<file path="config.mk">
export PLATFORM = sky130hd
export DESIGN_NAME = polyline_length_3d_flat
export DESIGN_NICKNAME = d
export VERILOG_FILES = /design/src/hw/rtl/pl3_pkg.sv /design/src/hw/rtl/pl3_if.sv /design/src/hw/rtl/pl3_datapath.sv /design/src/hw/rtl/pl3_ctrl.sv /design/src/hw/rtl/polyline_length_3d.sv /design/src/flat_wrapper.sv
export SDC_FILE = /design/constraint.sdc
export NUM_CORES = 1
export LEC_CHECK = 0
export ABC_AREA = 0
export BUFFER_PORTS_ARGS = -buffer_cell sky130_fd_sc_hd__buf_2
export CORE_MARGIN = 2
export CORE_UTILIZATION = 53
export CTS_CLUSTER_DIAMETER = 80
export DETAILED_ROUTE_END_ITERATION = 10
export PLACE_DENSITY = 0.7
export SLEW_MARGIN = 20
export SYNTH_ARGS = -nofsm -noshare
export SYNTH_HDL_FRONTEND = slang
export SYNTH_SLANG_ARGS = --single-unit
export TNS_END_PERCENT = 100
</file>
<file path="constraint.sdc">
create_clock -name i_clk -period 6.3 [get_ports i_clk]
set_input_delay 0.63 -clock i_clk [delete_from_list [all_inputs] [get_ports i_clk]]
set_output_delay 0.63 -clock i_clk [all_outputs]
set_load 0.005 [all_outputs]
</file>
<file path="src/hw/rtl/pl3_pkg.sv">
// Package with shared widths, constants and controller/datapath link types.
`timescale 1ns / 1ps
package pl3_pkg;

    // Fixed result field widths
    localparam int SEG_W   = 25;
    localparam int TOTAL_W = 40;

    // Saturation ceiling of the running total
    localparam logic [TOTAL_W-1:0] TOTAL_MAX = {TOTAL_W{1'b1}};

    // Last count of the squaring sequence (three squares plus one drain step)
    localparam int SQ_LAST = 3;

    // Commands from the controller to the datapath
    typedef struct packed {
        logic load;       // capture a point
        logic square;     // multiply one difference, shift the rest
        logic sq_acc;     // add the previous product into the sum
        logic root_init;  // seed the square root unit
        logic root_step;  // one result bit of the square root
        logic accum;      // saturating add into the total
        logic out_write;  // load the output register
    } t_cmd;

    // Status from the datapath to the controller
    typedef struct packed {
        logic start_pt;   // offered point opens a new polyline
        logic out_free;   // output register can take a new result
    } t_status;

endpackage

</file>
<file path="src/hw/rtl/pl3_if.sv">
// Point and result channel interfaces.
`timescale 1ns / 1ps
interface pl3_in_if #(
    parameter int COORD_BITS = 16
) ();
    logic                         valid;
    logic                         ready;
    logic signed [COORD_BITS-1:0] coord_x;
    logic signed [COORD_BITS-1:0] coord_y;
    logic signed [COORD_BITS-1:0] coord_z;
    logic                         first_point;
    logic                         last_point;

    modport source (output valid, coord_x, coord_y, coord_z, first_point, last_point,
                    input ready);
    modport sink (input valid, coord_x, coord_y, coord_z, first_point, last_point,
                  output ready);
endinterface

interface pl3_out_if import pl3_pkg::*; ();
    logic               valid;
    logic               ready;
    logic [SEG_W-1:0]   segment_length;
    logic [TOTAL_W-1:0] total_length;
    logic               path_end;

    modport source (output valid, segment_length, total_length, path_end, input ready);
    modport sink (input valid, segment_length, total_length, path_end, output ready);
endinterface

</file>
<file path="src/hw/rtl/pl3_datapath.sv">
// Datapath: point differences, shared squarer, restoring square root, total.
`timescale 1ns / 1ps
module pl3_datapath import pl3_pkg::*; #(
    parameter int COORD_BITS    = 16,
    parameter int FRACTION_BITS = 8
) (
    input  logic                         i_clk,
    input  logic                         i_rst_n,
    input  t_cmd                         i_cmd,
    output t_status                      o_status,
    input  logic signed [COORD_BITS-1:0] i_coord_x,
    input  logic signed [COORD_BITS-1:0] i_coord_y,
    input  logic signed [COORD_BITS-1:0] i_coord_z,
    input  logic                         i_first_point,
    input  logic                         i_last_point,
    input  logic                         i_out_ready,
    output logic                         o_out_valid,
    output logic [SEG_W-1:0]             o_segment_length,
    output logic [TOTAL_W-1:0]           o_total_length,
    output logic                         o_path_end
);

    localparam int CW    = COORD_BITS;
    localparam int PW    = 2 * CW;
    localparam int SW    = PW + 2;
    localparam int RAD_W = SW + 2 * FRACTION_BITS;
    localparam int RW    = RAD_W / 2;
    localparam int REM_W = RW + 2;
    localparam int AW    = ((RW > TOTAL_W) ? RW : TOTAL_W) + 1;

    logic signed [CW-1:0] r_prev [3];
    logic        [CW-1:0] r_diff [3];
    logic                 r_have_prev;
    logic                 r_last;
    logic [PW-1:0]        r_prod;
    logic [SW-1:0]        r_sum;
    logic [RAD_W-1:0]     r_rad;
    logic [REM_W-1:0]     r_rem;
    logic [RW-1:0]        r_root;
    logic [TOTAL_W-1:0]   r_total;
    logic                 r_out_valid;
    logic [SEG_W-1:0]     r_seg;
    logic [TOTAL_W-1:0]   r_tot_out;
    logic                 r_end;

    logic signed [CW-1:0] w_coord [3];
    logic        [CW-1:0] w_abs   [3];
    logic        [CW:0]   w_sub   [3];
    logic [PW-1:0]        w_sq;
    logic [REM_W-1:0]     w_rem_sh;
    logic [REM_W-1:0]     w_trial;
    logic                 w_fit;
    logic [AW-1:0]        w_add;
    logic [63:0]          w_root_ext;

    assign w_coord[0] = i_coord_x;
    assign w_coord[1] = i_coord_y;
    assign w_coord[2] = i_coord_z;

    // Absolute difference to the previous point, per axis
    always_comb begin
        for (int a = 0; a < 3; a++) begin
            w_sub[a] = {w_coord[a][CW-1], w_coord[a]} - {r_prev[a][CW-1], r_prev[a]};
            w_abs[a] = w_sub[a][CW] ? CW'(-w_sub[a]) : w_sub[a][CW-1:0];
        end
    end

    assign w_sq = r_diff[0] * r_diff[0];

    // Restoring square root: bring down two radicand bits, try root*4+1
    assign w_rem_sh = {r_rem[REM_W-3:0], r_rad[RAD_W-1 -: 2]};
    assign w_trial  = {r_root, 2'b01};
    assign w_fit    = (w_rem_sh >= w_trial);

    // Saturating total update
    assign w_add      = AW'(r_total) + AW'(r_root);
    assign w_root_ext = 64'(r_root);

    assign o_status.start_pt = i_first_point | ~r_have_prev;
    assign o_status.out_free = ~r_out_valid | i_out_ready;

    // Point state and running total
    always_ff @(posedge i_clk) begin
        if (!i_rst_n) begin
            for (int a = 0; a < 3; a++) begin
                r_prev[a] <= '0;
            end
            r_have_prev <= 1'b0;
            r_total     <= '0;
        end else begin
            if (i_cmd.load) begin
                for (int a = 0; a < 3; a++) begin
                    r_prev[a] <= w_coord[a];
                end
                r_have_prev <= ~i_last_point;
                if (o_status.start_pt) begin
                    r_total <= '0;
                end
            end
            if (i_cmd.accum) begin
                r_total <= (w_add > AW'(TOTAL_MAX)) ? TOTAL_MAX : w_add[TOTAL_W-1:0];
            end
        end
    end

    // Squaring and square root payload
    always_ff @(posedge i_clk) begin
        if (i_cmd.load) begin
            for (int a = 0; a < 3; a++) begin
                r_diff[a] <= w_abs[a];
            end
            r_last <= i_last_point;
            r_root <= '0;
            r_sum  <= '0;
        end
        if (i_cmd.square) begin
            r_prod    <= w_sq;
            r_diff[0] <= r_diff[1];
            r_diff[1] <= r_diff[2];
            r_sum     <= i_cmd.sq_acc ? (r_sum + SW'(r_prod)) : '0;
        end
        if (i_cmd.root_init) begin
            r_rad  <= RAD_W'(r_sum) << (2 * FRACTION_BITS);
            r_rem  <= '0;
            r_root <= '0;
        end
        if (i_cmd.root_step) begin
            r_rad  <= r_rad << 2;
            r_rem  <= w_fit ? (w_rem_sh - w_trial) : w_rem_sh;
            r_root <= {r_root[RW-2:0], w_fit};
        end
    end

    // Output register: hold until taken
    always_ff @(posedge i_clk) begin
        if (!i_rst_n) begin
            r_out_valid <= 1'b0;
        end else if (i_cmd.out_write) begin
            r_out_valid <= 1'b1;
        end else if (i_out_ready) begin
            r_out_valid <= 1'b0;
        end
    end

    always_ff @(posedge i_clk) begin
        if (i_cmd.out_write) begin
            r_seg     <= w_root_ext[SEG_W-1:0];
            r_tot_out <= r_total;
            r_end     <= r_last;
        end
    end

    assign o_out_valid      = r_out_valid;
    assign o_segment_length = r_seg;
    assign o_total_length   = r_tot_out;
    assign o_path_end       = r_end;

endmodule

</file>
<file path="src/hw/rtl/pl3_ctrl.sv">
// Controller: sequences capture, squaring, square root, accumulation and output.
`timescale 1ns / 1ps
module pl3_ctrl import pl3_pkg::*; #(
    parameter int ROOT_BITS = 25
) (
    input  logic    i_clk,
    input  logic    i_rst_n,
    input  logic    i_in_valid,
    output logic    o_in_ready,
    input  t_status i_status,
    output t_cmd    o_cmd
);

    localparam int CNT_W = $clog2(ROOT_BITS);

    typedef enum logic [5:0] {
        S_IDLE  = 6'b000001,
        S_SQ    = 6'b000010,
        S_RINIT = 6'b000100,
        S_ROOT  = 6'b001000,
        S_ACCUM = 6'b010000,
        S_DONE  = 6'b100000
    } t_state;

    t_state           r_state, n_state;
    logic [CNT_W-1:0] r_cnt, n_cnt;

    // Next state and step count
    always_comb begin
        n_state = r_state;
        n_cnt   = r_cnt;
        case (r_state)
            S_IDLE: begin
                if (i_in_valid) begin
                    n_state = i_status.start_pt ? S_DONE : S_SQ;
                    n_cnt   = '0;
                end
            end
            S_SQ: begin
                n_cnt = r_cnt + 1'b1;
                if (r_cnt == CNT_W'(SQ_LAST)) begin
                    n_state = S_RINIT;
                end
            end
            S_RINIT: begin
                n_state = S_ROOT;
                n_cnt   = '0;
            end
            S_ROOT: begin
                n_cnt = r_cnt + 1'b1;
                if (r_cnt == CNT_W'(ROOT_BITS - 1)) begin
                    n_state = S_ACCUM;
                end
            end
            S_ACCUM: begin
                n_state = S_DONE;
            end
            S_DONE: begin
                if (i_status.out_free) begin
                    n_state = S_IDLE;
                end
            end
            default: begin
                n_state = S_IDLE;
            end
        endcase
    end

    always_ff @(posedge i_clk) begin
        if (!i_rst_n) begin
            r_state <= S_IDLE;
            r_cnt   <= '0;
        end else begin
            r_state <= n_state;
            r_cnt   <= n_cnt;
        end
    end

    // Decode commands from the state
    assign o_in_ready      = (r_state == S_IDLE);
    assign o_cmd.load      = (r_state == S_IDLE) & i_in_valid;
    assign o_cmd.square    = (r_state == S_SQ);
    assign o_cmd.sq_acc    = (r_state == S_SQ) & (r_cnt != '0);
    assign o_cmd.root_init = (r_state == S_RINIT);
    assign o_cmd.root_step = (r_state == S_ROOT);
    assign o_cmd.accum     = (r_state == S_ACCUM);
    assign o_cmd.out_write = (r_state == S_DONE) & i_status.out_free;

endmodule

</file>
<file path="src/hw/rtl/polyline_length_3d.sv">
// Sequence: a point that opens a polyline goes straight to the output register; any
// other point passes through squaring, root seeding, the square root (one root bit per
// cycle), accumulation and output. Only one point is in flight: the next point is
// taken only once the result has been written, and a result held back by the sink
// stalls the next point.
// Reset (synchronous, active low) clears the controller, output valid, previous point and total.
`timescale 1ns / 1ps
module polyline_length_3d import pl3_pkg::*; #(
    parameter int COORD_BITS    = 16,
    parameter int FRACTION_BITS = 8
) (
    input  logic           i_clk,
    input  logic           i_rst_n,
    pl3_in_if.sink         i_point,
    pl3_out_if.source      o_result
);

    localparam int ROOT_BITS = COORD_BITS + 1 + FRACTION_BITS;

    t_cmd    w_cmd;
    t_status w_status;
    logic    w_in_ready;

    pl3_ctrl #(
        .ROOT_BITS (ROOT_BITS)
    ) u_ctrl (
        .i_clk      (i_clk),
        .i_rst_n    (i_rst_n),
        .i_in_valid (i_point.valid),
        .o_in_ready (w_in_ready),
        .i_status   (w_status),
        .o_cmd      (w_cmd)
    );

    pl3_datapath #(
        .COORD_BITS    (COORD_BITS),
        .FRACTION_BITS (FRACTION_BITS)
    ) u_datapath (
        .i_clk            (i_clk),
        .i_rst_n          (i_rst_n),
        .i_cmd            (w_cmd),
        .o_status         (w_status),
        .i_coord_x        (i_point.coord_x),
        .i_coord_y        (i_point.coord_y),
        .i_coord_z        (i_point.coord_z),
        .i_first_point    (i_point.first_point),
        .i_last_point     (i_point.last_point),
        .i_out_ready      (o_result.ready),
        .o_out_valid      (o_result.valid),
        .o_segment_length (o_result.segment_length),
        .o_total_length   (o_result.total_length),
        .o_path_end       (o_result.path_end)
    );

    assign i_point.ready = w_in_ready;

    // One point in flight: no acceptance in the cycle after a transaction
    a_one_in_flight: assert property (@(posedge i_clk) disable iff (!i_rst_n)
        (i_point.valid && i_point.ready) |=> !i_point.ready)
        else $error("point accepted while another is in flight");

    // The total always covers the segment it includes
    a_total_covers_seg: assert property (@(posedge i_clk) disable iff (!i_rst_n)
        o_result.valid |-> (o_result.total_length >= TOTAL_W'(o_result.segment_length)))
        else $error("total below segment length");

    // A result appears only from an output write
    a_result_source: assert property (@(posedge i_clk) disable iff (!i_rst_n)
        $rose(o_result.valid) |-> $past(w_cmd.out_write))
        else $error("result valid without output write");

endmodule

</file>
<file path="src/flat_wrapper.sv">
// flat-port wrapper written by rule: the top's interface ports become plain ports
module polyline_length_3d_flat import pl3_pkg::*;
#(
    parameter int COORD_BITS    = 16,
    parameter int FRACTION_BITS = 8
)
  (i_clk, i_rst_n, i_point_valid, i_point_coord_x, i_point_coord_y, i_point_coord_z, i_point_first_point, i_point_last_point, i_point_ready, o_result_valid, o_result_segment_length, o_result_total_length, o_result_path_end, o_result_ready);
  pl3_in_if #(.COORD_BITS(COORD_BITS)) i_point_i ();
  pl3_out_if o_result_i ();
  input  logic i_clk;
  input  logic i_rst_n;
  input wire logic [$bits(i_point_i.valid)-1:0] i_point_valid;
  input wire logic [$bits(i_point_i.coord_x)-1:0] i_point_coord_x;
  input wire logic [$bits(i_point_i.coord_y)-1:0] i_point_coord_y;
  input wire logic [$bits(i_point_i.coord_z)-1:0] i_point_coord_z;
  input wire logic [$bits(i_point_i.first_point)-1:0] i_point_first_point;
  input wire logic [$bits(i_point_i.last_point)-1:0] i_point_last_point;
  output wire logic [$bits(i_point_i.ready)-1:0] i_point_ready;
  output wire logic [$bits(o_result_i.valid)-1:0] o_result_valid;
  output wire logic [$bits(o_result_i.segment_length)-1:0] o_result_segment_length;
  output wire logic [$bits(o_result_i.total_length)-1:0] o_result_total_length;
  output wire logic [$bits(o_result_i.path_end)-1:0] o_result_path_end;
  input wire logic [$bits(o_result_i.ready)-1:0] o_result_ready;
  assign i_point_i.valid = i_point_valid;
  assign i_point_i.coord_x = i_point_coord_x;
  assign i_point_i.coord_y = i_point_coord_y;
  assign i_point_i.coord_z = i_point_coord_z;
  assign i_point_i.first_point = i_point_first_point;
  assign i_point_i.last_point = i_point_last_point;
  assign i_point_ready = i_point_i.ready;
  assign o_result_valid = o_result_i.valid;
  assign o_result_segment_length = o_result_i.segment_length;
  assign o_result_total_length = o_result_i.total_length;
  assign o_result_path_end = o_result_i.path_end;
  assign o_result_i.ready = o_result_ready;
  polyline_length_3d #(.COORD_BITS(COORD_BITS), .FRACTION_BITS(FRACTION_BITS)) u_core (.i_clk(i_clk), .i_rst_n(i_rst_n), .i_point(i_point_i), .o_result(o_result_i));
endmodule
</file>
---- Yosys cells after proc, flatten, opt, wreduce, memory -nomap -nowiden ----
Memories as Yosys holds them, arrays and structs flattened.
Index checks and enable logic that the tools add are counted.
word-level totals
  register bits after elaboration ......... 270
  memory bits (writable) .................. 96
  input bits .............................. 54
  output and inout bits ................... 68
  logic and storage cells ................. 107
  memories ................................ 2
memories
  name                      words  bits a word  read ports  clocked after memory_dff  wr ports  line                RTL
  u_core.u_datapath.r_diff  3      16           3           0                         3         pl3_datapath.sv:32  logic [CW-1:0] r_diff [3];
  u_core.u_datapath.r_prev  3      16           3           0                         3         pl3_datapath.sv:31  logic signed [CW-1:0] r_prev [3];
operators by class
  $add $sub $neg .......................... 10
  $mul .................................... 1
  magnitude comparators ................... 2
  eq/ne operators ......................... 12
  muxes and demuxes ....................... 40
  bitwise logic cells ..................... 13
  reduce and logical (&&, ||, !) cells .... 12
operators with widths
  operator                                                                           count
  40-bit 2-to-1 mux                                                                  4
  25-bit 2-to-1 mux                                                                  6
  16-bit 2-to-1 mux                                                                  8
  34-bit 2-to-1 mux                                                                  3
  50-bit 2-to-1 mux                                                                  2
  16-bit by 16-bit subtractor with 17-bit output                                     3
  16-bit negation                                                                    3
  40-bit by 25-bit adder with 41-bit output                                          1
  41-bit by 40-bit greater-than comparator with 1-bit output, second input constant  1
  6-bit case mux with 6 select lines                                                 1
  34-bit by 32-bit adder with 34-bit output                                          1
  16-bit by 16-bit multiplier with 32-bit output                                     1
  6-bit 2-to-1 mux                                                                   5
  27-bit greater-or-equal comparator                                                 1
  25-bit subtractor                                                                  1
  5-bit case mux with 3 select lines                                                 1
  2-bit nonzero test                                                                 5
  1-bit 2-to-1 mux                                                                   9
  1-bit bitwise OR                                                                   7
  6-bit by 1-bit equality test with 1-bit output, second input constant              1
  6-bit by 2-bit equality test with 1-bit output, second input constant              1
  6-bit by 3-bit equality test with 1-bit output, second input constant              1
  6-bit by 4-bit equality test with 1-bit output, second input constant              1
  6-bit by 5-bit equality test with 1-bit output, second input constant              1
  other kinds (14)                                                                   22

---- Logic depth before layout (Yosys ltp) ----
Gate-level depths: netlist of the first run.
  depth in word-level cells ............... 6
  mapped depth ............................ 26
  mapped depth without buffers ............ 25

---- By module ----
From an unflattened synthesis of the first run, not the netlist that was laid out.
unflattened totals
  cell total of the unflattened synthesis .. 2830
  area, all modules ....................... 28493.6 um^2
modules (own cells, without submodules)
  module        times used  cells an instance  area an instance (um^2)  sequential area each (um^2)
  pl3_datapath  1           2736               27695.3                  10209.8
  pl3_ctrl      1           94                 798.3                    220.2

---- Worst setup path before layout of the first run ----
No wires, ideal clock.
  path kind ............................... reg-to-reg
  start point ............................. mem u_core.u_datapath.r_diff[0][4] in the netlist's numbering
  end point ............................... reg u_core.u_datapath.r_prod[31], data pin
  library setup time ...................... 260 ps
  data arrival time ....................... 6322 ps
  required time ........................... 6040 ps
  setup slack ............................. -282 ps
  cell stages (with the launch flop) ...... 24
  buffers on the path ..................... 2
  clock period less this slack ............ 6582 ps
  cell sequence ........................... edfxtp_1 clkbuf_1 clkbuf_1 nand2_1 fa_1 fa_1 inv_1 fa_1 fa_1 fa_1 inv_1 fa_1 inv_1 ha_1 a21oi_1 a21boi_0 a311oi_1 or4b_1 a31oi_1 a221oi_1 a211o_1 o21ai_1 a21oi_1 xnor2_1
RTL lines
  element                 line                 RTL
  start: declaration      pl3_datapath.sv:32
  end signal: assignment  pl3_datapath.sv:117  r_prod <= w_sq;
  end: declaration        pl3_datapath.sv:35   logic [PW-1:0] r_prod;

==> key figures, run 1 <==
Route
  • Via Count: 20,700
  • ANT nets after route: 0
  • DR pass1 iterations: 5
  • WL/cell: 17.0 um
  • Vias per cell: roughly 5.6
  • First DRT Iteration DRCs: about 1,100
  • DRC Markers: 0
  • Total wire length: about 64 mm

Yosys
  • Syn Inst Count: 2,823
  • Distinct cells, synth: 81
  • Seq cells post-synth: 365
  • Ys async rst share: 0
  • Area leader, netlist: edfxtp_1
  • Mean area per synthesized cell: 9.87 um^2
  • Number of synthesized flops with an enable pin: 312
  • Top post-synthesis cells by area: edfxtp_1 34%, fa_1 12%, ha_1 11%, inv_1 5.0%, nand2_1 4.2%
  • Warnings from Yosys: 0
  • Synthesized net count: 3,281
  • Predominant post-synthesis flop cell: edfxtp_1
  • Syn Std Cell Area: 27,900 um^2
  • Share of the synthesized area in the top cell type: 0.336
  • Seq/Total Area, Yosys: 0.374

Place
  • Placer Congestion: 0.901
  • Dpl cell area: 29,700 um^2
  • Pre-CTS setup slack: -0.136 ns
  • HPWL Detailed: 48.1 mm
  • # placed instances: 3,629
  • Port Buffer Count: 121

Setup path
  • Crit path arrival time: 6.70 ns
  • CP top delay family: adder cells
  • CP bufs+invs: 5
  • Worst setup startpoint: u_core.u_datapath.r_diff[0][4]$_DFFE_PP_
  • Top cell by count, worst path: fa_1
  • Req. time, crit path: around 6.6 ns
  • Crit-path max cell delay: approximately 0.55 ns
  • Worst-path cell chain: buf_6 > buf_4 > nand2_1 > fa_1 > fa_1 > inv_1 > fa_1 > fa_1 > fa_1 > inv_1 > fa_1 > inv_1 > ha_4 > and4_1 > a311oi_2 > or4b_4 > a31oi_4 > a221oi_2 > a211o_1 > o21ai_1 > a21oi_1 > xnor2_1
  • CP Max Fanout: 6
  • Crit Path Class: flop to flop
  • Slowest CP cell: fa_1
  • R2R Path Start: u_core.u_datapath.r_diff[0][4]$_DFFE_PP_
  • CP Capture Type: flop
  • Startpoint Class: flop

Timing
  • Hold slack: about 0.26 ns
  • Least-Margin Pin Slew: about 1.1 ns
  • Final Max Tran Viols: 0
  • Worst Setup Slack, final: -0.0928 ns
  • Unrepaired setup endpoints after global routing: yes
  • Fmax: between 150 and 200 MHz
  • Slew HR: 0.280
  • Fin crit period: between 6 and 7 ns
  • Final period util: 1.01
  • Setup-failing EPs final: 4
  • Fin Clk Skew: 0.0449 ns
  • Hold Fails Final Rpt: 0

Floorplanning
  • IO Pins: about 120
  • Die width: 233 um
  • Num rows: 84
  • Die footprint: between 50,000 and 60,000 um^2
  • Core Area: 52,200 um^2
  • Die Height: about 230 um
  • Initial Utilization: 0.533

Clock tree
  • TritonCTS clock tree: done
  • Clock Latency Late Sink: 0.60 ns
  • Reg clk slew, reported paths: 0.06 ns
  • Worst-case clock buffer depth: 3
  • Htree depth: 2
  • CTS Buf Count: 44
  • Clock Tree Root: clkbuf_16
  • Clock sink count: between 300 and 400

Run status
  • Violated checks: setup timing
  • Status: complete, but fails checks

Final layout
  • Nets@finish: 3,469
  • Layout area overhead: 13.7%
  • Share of cells above drive strength 1: 0.130
  • Non-Filler Instances: ~3,700
  • Final Cell Area: 31,700 um^2

Global routing
  • Largest net degree at the start of global routing: 83
  • First-pass GRT wire length: 105 mm
  • Overall routing resource usage: 0.239
  • Antenna violations before repair: 1
  • Vias in the first global route: roughly 21,000
  • Global route total overflow: 0

Min path
  • Worst Hold Class: primary input to flop
  • Worst Min Path Start: i_point_last_point

Job
  • Total of max-cap violations: 0
[kinds of logic after synthesis]
group,after synthesis,share of synthesized area
and+or+nand+nor,846,0.144
AOI/OAI and AO/OA,545,0.127
buffers and inverters,454,0.0613
adders and majority gates,404,0.227
DFF,365,0.374
xor gates and xnor gates,184,0.0578
muxes,25,0.00907
[synth_stat cells (20+ instances only)]
library cell    n
mux2i_1        23
xor2_1         71
nand2_1       309
nor2_1        200
clkbuf_1       77
and3_1         71
a31oi_1        28
a211oi_1       20
a21o_1         68
dfxtp_1        53
nand3_1        45
and2_1         69
edfxtp_1      312
nor3_1         34
a21oi_1       156
o21a_1         38
o21ai_0       104
fa_1          168
ha_1          236
xnor2_1       113
inv_1         369
[placed cells by master (no fill, tap or decap), drive strengths merged, types with 68 or more instances in the layout]
cell type,instances
xnor2,113
and3,71
edfxtp,312
nor2,200
inv,373
fa,168
ha,236
buf,226
a21oi,156
xor2,71
o21ai,114
and2,69
a21o,68
nand2,309
[per-layer routing]
| layer | GRT usage | vias to the layer above | part of all wire |
|---|---|---|---|
| li1 | - | 10100 | - |
| met1 | 0.283 | 10100 | 0.41 |
| met2 | 0.448 | 452 | 0.52 |
| met3 | 0.0278 | 121 | 0.039 |
| met4 | 0.0800 | 0 | 0.031 |
| met5 | 0 | - | 0 |
[worst paths after layout]
path         cells after the start                                      to  slack, ns
max                             22  u_core.u_datapath.r_prod[31]$_DFFE_PP_      -0.09
min                              1      u_core.u_datapath.r_last$_DFFE_PP_       0.26
max reg2reg                     22  u_core.u_datapath.r_prod[31]$_DFFE_PP_      -0.09
min reg2reg                      0  u_core.u_datapath.o_path_end$_DFFE_PP_       0.42
[final cells by class]
type	instances	area (um^2)
antenna	1	2.50
clock buffer	53	1170
clock inverter	28	347
fill	4310	20500
inverter	370	1390
multi-input combinational	2004	16000
sequential	365	10400
tap	688	861
timing repair buffer	226	1460
[per-stage QoR]
step                      setup TNS (ns)  utilization
after floorplan                        0            -
after global placement           -0.0417        0.569
after detailed placement          -0.281        0.569
after CTS                              0        0.601
after global routing               -1.15        0.607
final                             -0.193        0.607
[state kept, by name (all words and copies together) (netlist names), 5 cells and up]
register / cells
u_core.u_datapath.r_rem: 25
u_core.u_datapath.o_total_length: 40
u_core.u_datapath.r_rad: 34
u_core.u_ctrl.r_state: 6
u_core.u_datapath.r_root: 25
u_core.u_datapath.r_sum: 34
u_core.u_ctrl.r_cnt: 5
u_core.u_datapath.o_segment_length: 25
u_core.u_datapath.r_diff: 48
u_core.u_datapath.r_prod: 31
u_core.u_datapath.r_prev: 48
u_core.u_datapath.r_total: 40
[repair_timing]
action                                  in CTS  in global routing
pin swaps                                   25                 42
hold buffers                                 0                  0
buffers inserted                            10                 15
resized for setup                           17                 56
endpoints found under the setup margin       5                  8
gates cloned                                 0                  0
Power of run 1 is not shown: default switching activity piles up to over one toggle a cycle in this logic, so the estimate is an artifact.
==> inputs of run 2 (changes only) <==
--- a/config.mk
+++ b/config.mk
@@ -15,5 +15,6 @@
 export SLEW_MARGIN = 20
 export SYNTH_ARGS = -nofsm -noshare
 export SYNTH_HDL_FRONTEND = slang
+export SYNTH_HIERARCHICAL = 1
 export SYNTH_SLANG_ARGS = --single-unit
 export TNS_END_PERCENT = 100
==> run 2 against run 1 <==
  * The run now ends clean
  * Synthesized cell count is 0.25% higher
  * Sequential share of layout area is 0.79 points lower
  * Final cell count is 0.51% higher
  * Critical path type unchanged
  * Largest cell class unchanged
==> key figures, run 2 <==
Run status
  • Status: completed (was complete, but fails checks)

Final layout
  • Share of cells above drive strength 1: 0.164 (was 0.130)
  • Nets@finish: 3,489 (was 3,469)
  • Register area: 10,400 um^2 (unchanged)
  • Commonest non-fill, non-tap cell in the layout: inv_1 (unchanged)
  • Number of fillers in the final layout: 4,404 (was 4,310)
  • Multi-input logic area: 16,600 um^2 (was 16,000 um^2)
  • Layout area overhead: 13.9% (was 13.7%)
  • Top Registers: u_core/u_datapath/r_diff: 48 flops, u_core/u_datapath/r_prev: 48 flops (was u_core.u_datapath.r_diff: 48 flops, u_core.u_datapath.r_prev: 48 flops)
  • Commonest non-fill, non-tap cells in the layout: 370 x inv_1, 312 x edfxtp_1, 223 x ha_1 (was 355 x inv_1, 312 x edfxtp_1, 299 x nand2_1)

Yosys
  • Warnings from Yosys: 6 (was 0)
  • Seq/Total Area, Yosys: 0.366 (was 0.374)
  • Area leader, netlist: edfxtp_1 (unchanged)
  • Complex-gate fraction of the synthesized area: 0.132 (was 0.127)
  • Synth Area in Adders: 0.222 (was 0.227)
  • Seq cells post-synth: 365 (unchanged)
  • Synthesized net count: 3,289 (was 3,281)
  • Number of synthesized flops with an enable pin: 312 (unchanged)
  • Syn Inst Count: 2,830 (was 2,823)
  • Synth Area in XOR/XNOR: 0.0559 (was 0.0578)
  • Top post-synthesis cells by area: edfxtp_1 33%, fa_1 12%, ha_1 10%, inv_1 5.1%, dfxtp_1 3.7% (was edfxtp_1 34%, fa_1 12%, ha_1 11%, inv_1 5.0%, nand2_1 4.2%)
  • Simple-gate share of the synthesized area: 0.135 (was 0.144)
  • Syn Std Cell Area: 28,500 um^2 (was 27,900 um^2)
  • Distinct cells, synth: 91 (was 81)
  • Mux share of post-synthesis cell area: 0.0245 (was 0.00907)
  • Mean area per synthesized cell: 10.1 um^2 (was 9.87 um^2)
  • Ys async rst share: 0 (unchanged)
  • Share of the synthesized area in the top cell type: 0.329 (was 0.336)
  • Most frequent cells after synthesis: 390 x inv_1, 312 x edfxtp_1, 237 x ha_1 (was 369 x inv_1, 312 x edfxtp_1, 309 x nand2_1)
  • Predominant post-synthesis flop cell: edfxtp_1 (unchanged)
  • Most common cell in the netlist: inv_1 (unchanged)
  • Largest family of logic cells by synthesized area: adder cells (unchanged)

Setup path
  • CP bufs+invs: 7 (was 5)
  • CP top delay family: adder cells (unchanged)
  • Slowest CP cell: fa_1 (unchanged)
  • Reg2Reg Setup Slack: 0.19 ns (was -0.09 ns)
  • Startpoint Class: flop (unchanged)
  • Crit-path max cell delay: 0.55 ns (about the same)
  • Crit Path Class: flop to flop (unchanged)
  • CP Max Fanout: 5 (was 6)
  • Req. time, crit path: 6.60 ns (about the same)
  • Crit path arrival time: 6.41 ns (was 6.70 ns)
  • CP Capture Type: flop (unchanged)

Clock tree
  • Clock Latency Late Sink: 0.57 ns (was 0.60 ns)
  • TritonCTS clock tree: done (unchanged)
  • Cts hold-fix bufs: 0 (unchanged)
  • Htree depth: 2 (unchanged)
  • Worst-case clock buffer depth: 3 (unchanged)
  • Clock sink count: 365 (unchanged)
  • Clock Tree Root: clkbuf_16 (unchanged)
  • CTS Buf Count: 44 (unchanged)
  • Reg clk slew, reported paths: 0.06 ns (about the same)

Floorplanning
  • Initial Utilization: 0.539 (was 0.533)
  • IO Pins: 122 (unchanged)
  • Die Height: 236 um (was 233 um)
  • Core Area: 52,900 um^2 (was 52,200 um^2)
  • Die width: 236 um (was 233 um)
  • Die footprint: 55,600 um^2 (was 54,400 um^2)
  • Num rows: 84 (unchanged)

Route
  • WL/cell: 17.5 um (was 17.0 um)
  • ANT nets after route: 0 (unchanged)
  • Via Count: 20,900 (was 20,700)
  • First DRT Iteration DRCs: 1,366 (was 1,142)
  • Total wire length: 65.6 mm (was 63.6 mm)
  • Vias per cell: 5.58 (was 5.55)
  • DR pass1 iterations: 5 (unchanged)
  • DRC Markers: 0 (unchanged)

Timing
  • Hold Fails Final Rpt: 0 (unchanged)
  • Unrepaired setup endpoints after global routing: yes (unchanged)
  • Fin crit period: 6.11 ns (was 6.39 ns)
  • Setup TNS: 0 ns (was -0.193 ns)
  • Least-Margin Pin Slew: 1.04 ns (was 1.08 ns)
  • Fmax: 164 MHz (was 156 MHz)
  • Final period util: 0.970 (was 1.01)
  • Slew HR: 0.309 (was 0.280)
  • Setup-failing EPs final: 0 (was 4)
  • Fin Clk Skew: 0.0248 ns (was 0.0449 ns)
  • Final Max Tran Viols: 0 (unchanged)

Global routing
  • Overall routing resource usage: 0.236 (was 0.239)
  • Global route total overflow: 0 (unchanged)
  • Largest net degree at the start of global routing: 87 (was 83)
  • First-pass GRT wire length: 108 mm (was 105 mm)
  • Vias in the first global route: 21,300 (about the same)
  • Antenna violations before repair: 1 (unchanged)

Place
  • Placer Congestion: 0.908 (was 0.901)
  • HPWL Detailed: 50.0 mm (was 48.1 mm)
  • Port Buffer Count: 121 (unchanged)

Min path
  • Worst Hold Class: primary input to flop (unchanged)

Job
  • Total of max-cap violations: 0 (unchanged)
## run 2: cell types whose count changed in the layout (fill, tap and decap cells not counted), moves of 16 or more
| cell | before | now |
|---|---|---|
| o21ai_0 | 101 | 134 |
| nand2_1 | 299 | 194 |
| nor2b_1 | 17 | 42 |
| nor3_1 | 34 | 54 |
| mux2_2 | 2 | 53 |
| buf_4 | 88 | 106 |
| nor2_1 | 198 | 140 |
| o21bai_1 | 14 | 30 |
## run 2: worst paths after layout
check,startpoint,end,depth (start not counted)
setup / recovery,u_core/u_datapath/r_diff[0][10]$_DFFE_PP_,u_core/u_datapath/r_prod[31]$_DFFE_PP_,25
hold / removal,i_point_last_point,u_core/u_datapath/r_last$_DFFE_PP_,1
setup reg to reg,u_core/u_datapath/r_diff[0][10]$_DFFE_PP_,u_core/u_datapath/r_prod[31]$_DFFE_PP_,25
hold reg to reg,u_core/u_datapath/r_last$_DFFE_PP_,u_core/u_datapath/o_path_end$_DFFE_PP_,0
## run 2: timing repair
item	4_1_cts	5_1_grt
resized for setup	3	103
endpoints found under the setup margin	5	7
pin swaps	4	70
setup buffers	3	21
## run 2: cell type report
cell class / count / share of cell area
tap: 688 / 0.0265
clock buffer: 57 / 0.0389
multi-input combinational: 1987 / 0.511
sequential: 365 / 0.321
inverter: 390 / 0.0452
timing repair buffer: 242 / 0.0489
antenna: 1 / 0.0000771
clock inverter: 24 / 0.00813
## run 2: cell families (layout without fill, tap and decap cells)
group                    Yosys count  count (layout)
adder cells (fa/ha/maj)          405             405
other                              0               1
XOR/XNOR                         180             180
buffers and inverters            478             713
AO/OA/AOI/OAI                    583             583
AND/OR/NAND/NOR                  756             756
flip-flops                       365             365
multiplexers                      63              63
## run 2: per-stage QoR
step,cell area (um^2),hold WS [ns],utilization,worst slack [ns],std cells
after floorplan,28500,0.400,-,0.0162,2830
after CTS,31900,0.232,0.603,0.00122,3732
after global routing,32500,0.242,0.614,-0.0729,3754
after detailed placement,30300,0.411,0.574,-0.142,3648
after global placement,30300,0.406,0.574,-0.0820,3648
final,32500,0.266,0.614,0.187,3754
## run 2: metal layers
| metal | vias up | share of wire | global-route usage |
|---|---|---|---|
| met5 | - | 0 | 0 |
| li1 | 10200 | - | - |
| met2 | 464 | 0.49 | 0.415 |
| met1 | 10100 | 0.43 | 0.302 |
| met4 | 0 | 0.031 | 0.0805 |
| met3 | 133 | 0.040 | 0.0289 |
Power of run 2 is left out for the same reason.
==> inputs of run 3 (changes only) <==
==> constraint.sdc (replaced) <==
create_clock -name i_clk -period 6.3 [get_ports i_clk]
set_input_delay 1.26 -clock i_clk [delete_from_list [all_inputs] [get_ports i_clk]]
set_output_delay 1.26 -clock i_clk [all_outputs]
set_load 0.005 [all_outputs]
==> run 3 against run 2 <==
  * Fmax is 2.7% lower
  * Worst hold slack better by 0.16 ns
  * Die area stayed put
  * Largest cell class unchanged
==> key figures, run 3 (synthesis gave the netlist of run 2 again) <==
Route
  • Vias per cell: 5.59 (was 5.58)
  • DR pass1 iterations: 5 (unchanged)
  • Via Count: 20,900 (about the same)
  • Total wire length: 64.3 mm (was 65.6 mm)
  • First DRT Iteration DRCs: 1,342 (was 1,366)
  • DRC Markers: 0 (unchanged)
  • ANT nets after route: 0 (unchanged)
  • WL/cell: 17.2 um (was 17.5 um)

Final layout
  • Commonest non-fill, non-tap cells in the layout: 381 x inv_1, 312 x edfxtp_1, 232 x ha_1 (was 370 x inv_1, 312 x edfxtp_1, 223 x ha_1)
  • Share of cells above drive strength 1: 0.142 (was 0.164)
  • Top Registers: u_core/u_datapath/r_diff: 48 flops, u_core/u_datapath/r_prev: 48 flops (unchanged)
  • Nets@finish: 3,474 (was 3,489)
  • Commonest non-fill, non-tap cell in the layout: inv_1 (unchanged)
  • Non-Filler Instances: 3,737 (was 3,754)
  • N_diodes: 0 (was 1)
  • Layout area overhead: 12.2% (was 13.9%)

Clock tree
  • CTS Buf Count: 42 (was 44)
  • Worst-case clock buffer depth: 3 (unchanged)
  • Htree depth: 2 (unchanged)
  • Cts hold-fix bufs: 0 (unchanged)
  • TritonCTS clock tree: done (unchanged)
  • Clock Latency Late Sink: 0.59 ns (was 0.57 ns)
  • Reg clk slew, reported paths: 0.06 ns (about the same)
  • Clock sink count: 365 (unchanged)
  • Clock Tree Root: clkbuf_16 (unchanged)

Timing
  • Fin Clk Skew: 0.0220 ns (was 0.0248 ns)
  • Worst Setup Slack, final: 0.0202 ns (was 0.187 ns)
  • Setup-failing EPs final: 0 (unchanged)
  • Unrepaired setup endpoints after global routing: yes (unchanged)
  • Slew HR: 0.267 (was 0.309)
  • Fin crit period: 6.28 ns (was 6.11 ns)
  • Hold Fails Final Rpt: 0 (unchanged)
  • Final period util: 0.997 (was 0.970)
  • Fmax: 159 MHz (was 164 MHz)
  • Final Max Tran Viols: 0 (unchanged)
  • Least-Margin Pin Slew: 1.10 ns (was 1.04 ns)

Setup path
  • Startpoint Class: flop (unchanged)
  • CP top delay family: adder cells (unchanged)
  • CP Max Fanout: 8 (was 5)
  • CP bufs+invs: 9 (was 7)
  • Crit-path max cell delay: 0.55 ns (about the same)
  • CP Capture Type: flop (unchanged)
  • Crit path arrival time: 6.60 ns (was 6.41 ns)
  • Req. time, crit path: 6.62 ns (was 6.60 ns)
  • Slowest CP cell: fa_1 (unchanged)
  • Crit Path Class: flop to flop (unchanged)
  • Top cell by count, worst path: fa_1

Floorplanning
  • Die Height: 236 um (unchanged)
  • Die width: 236 um (unchanged)
  • Core Area: 52,900 um^2 (unchanged)
  • IO Pins: 122 (unchanged)
  • Die footprint: 55,600 um^2 (unchanged)
  • Num rows: 84 (unchanged)
  • Initial Utilization: 0.539 (unchanged)

Global routing
  • Vias in the first global route: 21,200 (was 21,300)
  • Antenna violations before repair: 0 (was 1)
  • Largest net degree at the start of global routing: 87 (unchanged)
  • Global route total overflow: 0 (unchanged)
  • First-pass GRT wire length: 107 mm (was 108 mm)
  • Overall routing resource usage: 0.233 (was 0.236)

Place
  • # placed instances: 3,644 (was 3,648)
  • Pre-CTS setup slack: -0.127 ns (was -0.142 ns)
  • Port Buffer Count: 121 (unchanged)
  • Placer Congestion: 0.938 (was 0.908)
  • HPWL Detailed: 48.8 mm (was 50.0 mm)

Run status
  • Status: completed (unchanged)

Job
  • Total of max-cap violations: 0 (unchanged)

Min path
  • Worst Hold Class: flop to flop (was primary input to flop)
## run 3: changes by cell type in the layout (fill, tap and decap cells not counted), moves of 8 or more
cell / previous run / this run
inv_1: 370 / 381
clkbuf_1: 5 / 19
fa_1: 156 / 165
ha_1: 223 / 232
fa_2: 12 / 3
inv_2: 19 / 9
buf_4: 106 / 98
## run 3: per-stage QoR
stage,TNS [ns],hold slack (ns),util,area [um^2]
global route,-0.757,0.437,0.605,32000
global placement,-0.0470,0.405,0.574,30300
CTS,0,0.419,0.600,31700
detailed placement,-0.459,0.405,0.574,30300
finish,0,0.424,0.605,32000
floorplan,0,0.400,-,28500
## run 3: metal layers
layer / vias to the layer above / track usage / wire length (um)
met5: - / 0 / 0
met4: 0 / 0.0589 / 1340
met3: 98 / 0.0356 / 2630
met2: 440 / 0.405 / 31800
met1: 10200 / 0.305 / 28500
li1: 10200 / - / -
## run 3: worst paths after layout
check | from | to | slack [ns] | cells past startpoint
setup / recovery | u_core/u_datapath/r_diff[0][11]$_DFFE_PP_ | u_core/u_datapath/r_prod[30]$_DFFE_PP_ | 0.02 | 26
hold / removal | u_core/u_datapath/r_last$_DFFE_PP_ | u_core/u_datapath/o_path_end$_DFFE_PP_ | 0.42 | 0
setup reg to reg | u_core/u_datapath/r_diff[0][11]$_DFFE_PP_ | u_core/u_datapath/r_prod[30]$_DFFE_PP_ | 0.02 | 26
hold reg to reg | u_core/u_datapath/r_last$_DFFE_PP_ | u_core/u_datapath/o_path_end$_DFFE_PP_ | 0.42 | 0
## run 3: worst register-to-register path: cells and delay by family (launching register included)
family                     cells  cell delay, ns
adders and majority gates      7            3.28
AOI/OAI and AO/OA              7            1.17
buffers and inverters          9            0.86
xor gates and xnor gates       1            0.14
and+or+nand+nor                2            0.19
DFF                            1            0.37
## run 3: layout make-up
| cell class | instances | area (um^2) |
|---|---|---|
| clock inverters | 13 | 143 |
| fillers | 4465 | 20900 |
| flip-flops and latches | 365 | 10400 |
| clock buffers | 65 | 1190 |
| well taps | 688 | 861 |
| inverters | 390 | 1460 |
| multi-input cells | 1987 | 16400 |
| repair buffers | 229 | 1460 |
## run 3: repair_timing
| item | in CTS | in global routing |
|---|---|---|
| cloned | 0 | 0 |
| setup endpoints to repair | 4 | 8 |
| resized for setup | 8 | 42 |
| buffers inserted | 5 | 11 |
| pin swaps | 6 | 37 |
Power of run 3 is left out for the same reason.
